===== src/design/sbtp_pkg.sv =====
// Package for the single-bin tone power block: widths, sine polynomial constants,
// dB scaling constants and the shared front-to-back queue entry type.
// No dependencies.
package sbtp_pkg;

	localparam int unsigned DefMaxSamples   = 65536;
	localparam int unsigned DefTrigBits     = 10;
	localparam int unsigned SumW            = 50;
	localparam int unsigned LevelW          = 13;
	localparam logic [15:0] StepReset       = 16'd16384;
	localparam logic [31:0] SinA1           = 32'd1686629713;
	localparam logic [31:0] SinA3           = 32'd693598669;
	localparam logic [31:0] SinA5           = 32'd85569306;
	localparam logic [31:0] SinA7           = 32'd5026995;
	localparam logic [31:0] DbK             = 32'd3156528;
	localparam int          DbOffset        = 2192;
	localparam int          LevelFloor      = -4096;

	// one burst result request handed from the accumulator side to the level side
	typedef struct packed {
		logic [SumW-1:0] sum_re;
		logic [SumW-1:0] sum_im;
		logic [20:0]     count;
	} burst_t;

	// sine of r/16384 quarter turn, Q15; used only at elaboration to build a table
	function automatic logic [15:0] quarter_sine(input logic [14:0] r);
		logic [63:0] x, x2, t, s;
		begin
			x  = 64'(r) << 16;
			x2 = (x * x) >> 30;
			t  = 64'(SinA5) - ((x2 * 64'(SinA7)) >> 30);
			t  = 64'(SinA3) - ((x2 * t) >> 30);
			t  = 64'(SinA1) - ((x2 * t) >> 30);
			s  = (x * t) >> 30;
			s  = (s + 64'd16384) >> 15;
			if (s > 64'd32767)
				s = 64'd32767;
			return s[15:0];
		end
	endfunction

endpackage


===== src/design/sbtp_queue.sv =====
// Two-entry queue between the accumulator and the level unit.
// Depends on sbtp_pkg for burst_t.
module sbtp_queue (
	input  logic             clk,
	input  logic             arst_n,
	input  logic             push,
	input  sbtp_pkg::burst_t wdata,
	input  logic             pop,
	output sbtp_pkg::burst_t rdata,
	output logic             full,
	output logic             empty
);
	import sbtp_pkg::*;

	burst_t      mem_q [2];
	logic        wp_q, rp_q;
	logic [1:0]  cnt_q;

	assign full  = cnt_q == 2'd2;
	assign empty = cnt_q == 2'd0;
	assign rdata = mem_q[rp_q];

	always_ff @(posedge clk) begin
		if (push)
			mem_q[wp_q] <= wdata;
	end

	// pointers and fill count
	always_ff @(posedge clk or negedge arst_n) begin
		if (!arst_n) begin
			wp_q  <= 1'b0;
			rp_q  <= 1'b0;
			cnt_q <= '0;
		end else begin
			if (push)
				wp_q <= !wp_q;
			if (pop)
				rp_q <= !rp_q;
			cnt_q <= cnt_q + 2'(push) - 2'(pop);
		end
	end
endmodule


===== config.mk =====
export PLATFORM = sky130hd
export DESIGN_NAME = sbtp_queue
export DESIGN_NICKNAME = d
export VERILOG_FILES = /design/src/design/sbtp_pkg.sv /design/src/design/sbtp_queue.sv
export SDC_FILE = /design/constraint.sdc
export NUM_CORES = 1
export LEC_CHECK = 0
export BUFFER_PORTS_ARGS = -buffer_cell sky130_fd_sc_hd__clkbuf_2
export CAP_MARGIN = 40
export CORE_UTILIZATION = 30
export CTS_CLUSTER_DIAMETER = 30
export DETAILED_ROUTE_END_ITERATION = 10
export SLEW_MARGIN = 10
export SYNTH_ARGS = -nofsm -noshare
export SYNTH_HDL_FRONTEND = slang
export SYNTH_SLANG_ARGS = --single-unit

===== constraint.sdc =====
create_clock -name clk -period 10.3 [get_ports clk]
set_input_delay 0 -clock clk [delete_from_list [all_inputs] [get_ports clk]]
set_output_delay 0 -clock clk [all_outputs]
set_load 0.02 [all_outputs]

==> impl_metrics.toml, run 1 <==
[outcome]
status = "finished, final reports clean"

[yosys]
ys.flop_type = "edfxtp_1"
synth_mux_area_share_pct = 17.95
synth_top_cell_by_area = "edfxtp_1"
synth-simple-area-share_pct = 0.2431
synth_top_family_by_area = "multiplexers"
synth.area.top_cells = "edfxtp_1 (78%), mux2_4 (13%), mux2_2 (5.0%)"
synth_compound_area_share_pct = 0
yosys.area_share.xor_xnor_pct = 0.4458
synth_fa_ha_area_share_pct = 0.2702
synth_edf_count = 242
synth_top_area_share_pct = 78.45
ys_seq_elements = 246
syn_nets = 519
synthArstFlopShare_pct = 1.626
synth_common_cells = "edfxtp_1 (242), mux2_4 (80), mux2_2 (41), buf_6 (9)"
synth_cells = 392
ys_seq_area_share_pct = 79.54
avgSynthCellArea_um2 = 23.63
syn_area_um2 = 9263
synth_warnings = 0
synth.most_common_cell = "edfxtp_1"
ys_types = 14

[drt]
drt-vias-per-instance = 4.168
wirelength_mm = 19.13
drtIter0Drc = 209
firstDrtPassIters = 4
ant_nets = 0
drc = 0
avgRoutedWirePerCell_um = 15.34
vias = 5197

[pwr]
sw_frac_of_total_pct = 28.86
p_comb_share_pct = 27.8
p_switching_w = 0.001241
p_seq_share_pct = 32.5
p_leak_nw = 5.726
power.density_nw_per_um2 = 304.2
ir_worst_vdd_v = 0.0001851
p_int_w = 0.003058
p_clk_share_pct = 39.7

[timing]
fmax_ghz = 0.4041
slew_viol_final = 0
fin_skew_ns = 0.01476
relSlewSlack_pct = 44.24
period_minus_slack_ns = 2.475
hold_viol = 0
setup_tns_ns = 0
rsz0062_at_grt = "false"
post-route-period-util_pct = 24.03
setup_viol_count_final = 0
finalWorstSetupSlack_ns = 7.825
tightest_slew_ns = 0.8364

[floorplan]
placementRows = 63
start_util_pct = 30.84
die_area_um2 = 31580
core_um2 = 30030
io-pin-count = 248
die_y_um = 177.7
die_w_um = 177.7

[worst_setup_path]
cp-end-kind = "output pin"
crit_slowest_cell = "dfrtp_4"
cp_data_required_time_ns = 10.30
critPathKind = "reg2out"
startpoint_type = "register"
path_cells = "buf_4 > buf_16 > mux2_4 > clkbuf_2"
crit_path_max_fanout = 38
cp_slowest_stage_delay_ns = 0.64
worstPathArrival_ns = 2.47

[clocking]
cts_tree = "built"
htree_levels = 2
cts-root-buf = "clkbuf_16"
cts_buffers = 53
clkLatencyLatePin_ns = 0.54
clkSlewWorstSetupHoldPaths_ns = 0.05
post_cts_buffers = 0
cts_sinks = 246
postCtsResizedCells = 0
clk_path_buf_depth = 3

[run]
maxCapViolations = 0

[global_routing]
grt.overflow.total = 0
grt_pass1_wl_mm = 28.92
grt_usage_pct = 11.98
grt_pass1_vias = 5610
grt_max_degree = 61
antenna_found_initial = 1

[cells_and_area]
fin_cells = 1247
fin_nets = 941
post-route-cell-area_um2 = 14130
drive_gt1_share_pct = 54.56
syn2layout_area_growth_pct = 52.55

[place]
dpl_cell_area_um2 = 11030
port_buffers = 247
gp_congestion = 0.6607
dp_hpwl_mm = 11.72
place_ws_ns = 8.347
dpl.cell_count = 1024

[worst_hold_path]
hold_path.class = "in2reg"
-- worst paths after layout --
kind,start,end,slack (ns),depth (start not counted)
worst max register to register,wp_q,mem_q[1][29],8.65,3
worst min register to register,wp_q,wp_q,0.56,1
min in group asynchronous,arst_n,rp_q,0.42,3
worst min-delay path,wdata[114],mem_q[1][114],0.20,2
max in group asynchronous,arst_n,rp_q,9.66,3
worst max-delay path,rp_q,rdata[85],7.83,4
-- power groups by stage --
stage | Combinational (W) | Clock [W] | Sequential [W]
2_1_floorplan | 0.000850 | 0 | 0.00141
3_3_place_gp | 0.00110 | 0 | 0.00146
3_5_place_dp | 0.00118 | 0 | 0.00141
4_1_cts | 0.00122 | 0.00175 | 0.00140
5_1_grt | 0.00128 | 0.00180 | 0.00141
6_report | 0.00119 | 0.00171 | 0.00140
-- critical path, delay by kind of cell, from the launching register on --
| family | cells | cell delay (ns) |
|---|---|---|
| flip-flops | 1 | 0.64 |
| buffers and inverters | 3 | 0.92 |
| multiplexers | 1 | 0.34 |
-- layout by cell type (no fill, tap or decap), drive strengths merged --
cell,count
xor2,2
diode,1
clkinv,21
dfrtp,4
nor2,1
xor3,1
inv,7
buf,9
clkinvlp,4
ha,2
mux2,121
edfxtp,242
bufinv,10
clkbuf,304
dlygate4sd3,125
nor2b,2
and2,1
-- per-stage QoR --
stage,utilization (%),hold slack [ns],power (W)
finish,47.05,0.2000,0.004299
floorplan,-,-0.2956,0.002264
global placement,36.27,-0.1875,0.002551
detailed placement,36.73,-0.1748,0.002593
global route,47.05,0.1799,0.004486
CTS,47.04,0.1678,0.004365
-- registers in the layout, indices dropped and copies added (netlist names) --
register,cells
mem_q,242
cnt_q,2
rp_q,1
wp_q,1
-- repair_timing --
item	4_1_cts	5_1_grt
setup endpoints to repair	0	0
hold buffers	125	0
hold endpoints to repair	250	0
-- routing by layer --
metal	vias up	track usage, %	part of all wire (%)
li1	2433	-	-
met1	2526	13.26	39
met2	198	20.72	50
met3	40	4.499	8.1
met4	0	4.665	2.2
met5	-	0	0
-- area by class of cell --
| class | count | area (um^2) |
|---|---|---|
| Antenna cell | 1 | 2.502 |
| Tap cell | 390 | 488.0 |
| Timing Repair Buffer | 381 | 2655 |
| Sequential cell | 246 | 7371 |
| Clock inverter | 40 | 493.0 |
| Multi-Input combinational cell | 130 | 1762 |
| Inverter | 2 | 7.507 |
| Fill cell | 2576 | 15900 |
| Clock buffer | 57 | 1351 |
-- kinds of logic after synthesis --
family        count (synthesis)
mux                         121
flops                       246
buf+inv                      16
xor+xnor                      3
simple gates                  4
fa+ha+maj                     2
Note: power is estimated with default switching activity, not from simulation.
==> run 2, diff against run 1 <==
clock period = 2.4 ns   (was 10.3 ns; I/O delays follow)
==> run 2 against run 1 <==
Net effect:
- clock-buffer cell count grew 1
- die area did not move
- power rose to 4.2 times the previous value
- clock power grew to 4.1 times the previous value
==> impl_metrics.toml, run 2 (same netlist as run 1, synthesis figures left out) <==
[place]
dp_hpwl_mm = 11.41
dpl.cell_count = 1022
port_buffers = 247
place_ws_ns = 0.8462
gp_congestion = 0.6670

[timing]
relSlewSlack_pct = 55.24
slew_viol_final = 0
rsz0062_at_grt = "false"
setup_viol_count_final = 0
tightest_slew_ns = 0.6715
period_minus_slack_ns = 2.066
hold_viol = 0
fin_skew_ns = 0.01145
fmax_ghz = 0.4840
finalWorstSetupSlack_ns = 0.3341
post-route-period-util_pct = 86.08

[floorplan]
die_w_um = 177.7
io-pin-count = 248
placementRows = 63
die_y_um = 177.7
start_util_pct = 30.84
die_area_um2 = 31580
core_um2 = 30030

[clocking]
cts_tree = "built"
cts_sinks = 246
cts-root-buf = "clkbuf_16"
clkLatencyLatePin_ns = 0.53
clkSlewWorstSetupHoldPaths_ns = 0.05
cts_buffers = 52
postCtsResizedCells = 0
htree_levels = 2
ctsHoldBuffers = 125
post_cts_buffers = 0
clk_path_buf_depth = 3

[cells_and_area]
syn2layout_area_growth_pct = 51.40
final_common_cell = "clkbuf_2"
fin_cells = 1246
fin_nets = 938
n_fill_cell = 2589
layout.area.seq_um2 = 7371
largest_register_ffs = 242
most-common-layout-cells = "clkbuf_2 (247), edfxtp_1 (242), dlygate4sd3_1 (125), mux2_4 (80), clkbuf_16 (54)"
reg.largest.list = "mem_q: 242 flops, cnt_q: 2 flops"
drive_gt1_share_pct = 54.92
regMostFlops = "mem_q"
multi_input_comb_area_um2 = 1762

[pwr]
p_leak_nw = 5.670
ir_worst_vdd_v = 0.0008004
power.density_nw_per_um2 = 1291

[global_routing]
grt_pass1_vias = 5742
grt_pass1_wl_mm = 28.84
grt.overflow.total = 0
grt_max_degree = 75
grt_usage_pct = 11.82
antenna_found_initial = 1

[drt]
drtIter0Drc = 271
firstDrtPassIters = 4
drc = 0
ant_nets = 0
avgRoutedWirePerCell_um = 15.24
drt-vias-per-instance = 4.195
vias = 5227
wirelength_mm = 18.99

[outcome]
status = "finished, final reports clean"

[worst_setup_path]
cp_slowest_stage_delay_ns = 0.57
worstPathArrival_ns = 2.07
cp_data_required_time_ns = 2.40
crit_path_end = "rdata[55]"
critPathKind = "reg2out"
cp_num_buf_inv = 2
crit_slowest_cell = "dfrtp_4"
path_cells = "buf_12 > mux2_4 > clkbuf_2"
cp-end-kind = "output pin"
startpoint = "rp_q"
cp_top_family = "flip-flops"
r2r_end = "mem_q[0][22]"
reg2regPathDepth = 2
path_depth = 3
r2r_setup_slack_ns = 0.86
r2r-start = "wp_q"
crit_path_max_fanout = 51
startpoint_type = "register"

[worst_hold_path]
hold_depth = 2
hold_path.class = "in2reg"

[run]
maxCapViolations = 0
==> run 2: cell types whose count changed in the layout (fill, tap and decap cells not counted), moves of 5 or more <==
cell	previous run	this run
buf_12	0	5
buf_16	5	0
bufinv_16	10	5
clkinv_1	7	2
inv_6	5	11
==> run 2: metrics by stage <==
stage          power (W)  utilization, %  area, um^2  TNS (ns)  hold slack (ns)
2_1_floorplan   0.009623               -        9271    -29.34          -0.2956
3_3_place_gp     0.01097           36.56       10980         0          -0.1868
3_5_place_dp     0.01102           36.56       10980         0          -0.1892
4_1_cts          0.01835           46.68       14020         0           0.1626
5_1_grt          0.01890           46.69       14020         0           0.1723
6_report         0.01810           46.69       14020         0           0.1901
==> run 2: layout make-up <==
type | instances | area share [%]
Antenna cell | 2 | 0.03569
Clock buffer | 58 | 9.743
Clock inverter | 39 | 3.007
Inverter | 2 | 0.05353
Multi-Input combinational cell | 130 | 12.56
Sequential cell | 246 | 52.56
Tap cell | 390 | 3.480
Timing Repair Buffer | 379 | 18.56
==> run 2: worst min path at each step <==
| stage | startpoint | to | slack, ns |
|---|---|---|---|
| 6_report | wdata[68] | mem_q[0][68] | 0.19 |
| 5_1_grt | wdata[61] | mem_q[1][61] | 0.17 |
| 4_1_cts | wdata[9] | mem_q[0][9] | 0.16 |
| 3_5_place_dp | arst_n | cnt_q[0] | -0.19 |
| 3_3_place_gp | arst_n | cnt_q[1] | -0.19 |
| 2_1_floorplan | arst_n | cnt_q[0] | -0.30 |
==> run 2: worst register-to-register path, delay by kind of cell (launching register included) <==
kind | cells | cell delay [ns]
flops | 1 | 0.42
simple gates | 1 | 0.16
buf+inv | 1 | 0.54
==> run 2: layer usage <==
metal	track usage [%]	routed length, um	vias up
met5	0	0	-
met1	12.59	7411	2537
met2	20.95	9500	215
met3	4.284	1582	49
met4	5.021	492	0
li1	-	-	2426
==> run 2: power by group <==
| group | switching [W] | internal, W | leakage (nW) | total (W) |
|---|---|---|---|---|
| combinational | 0.00283 | 0.00223 | 2.49 | 0.00506 |
| clock | 0.00237 | 0.00471 | 0.866 | 0.00708 |
| sequential | 0.000246 | 0.00572 | 2.32 | 0.00596 |
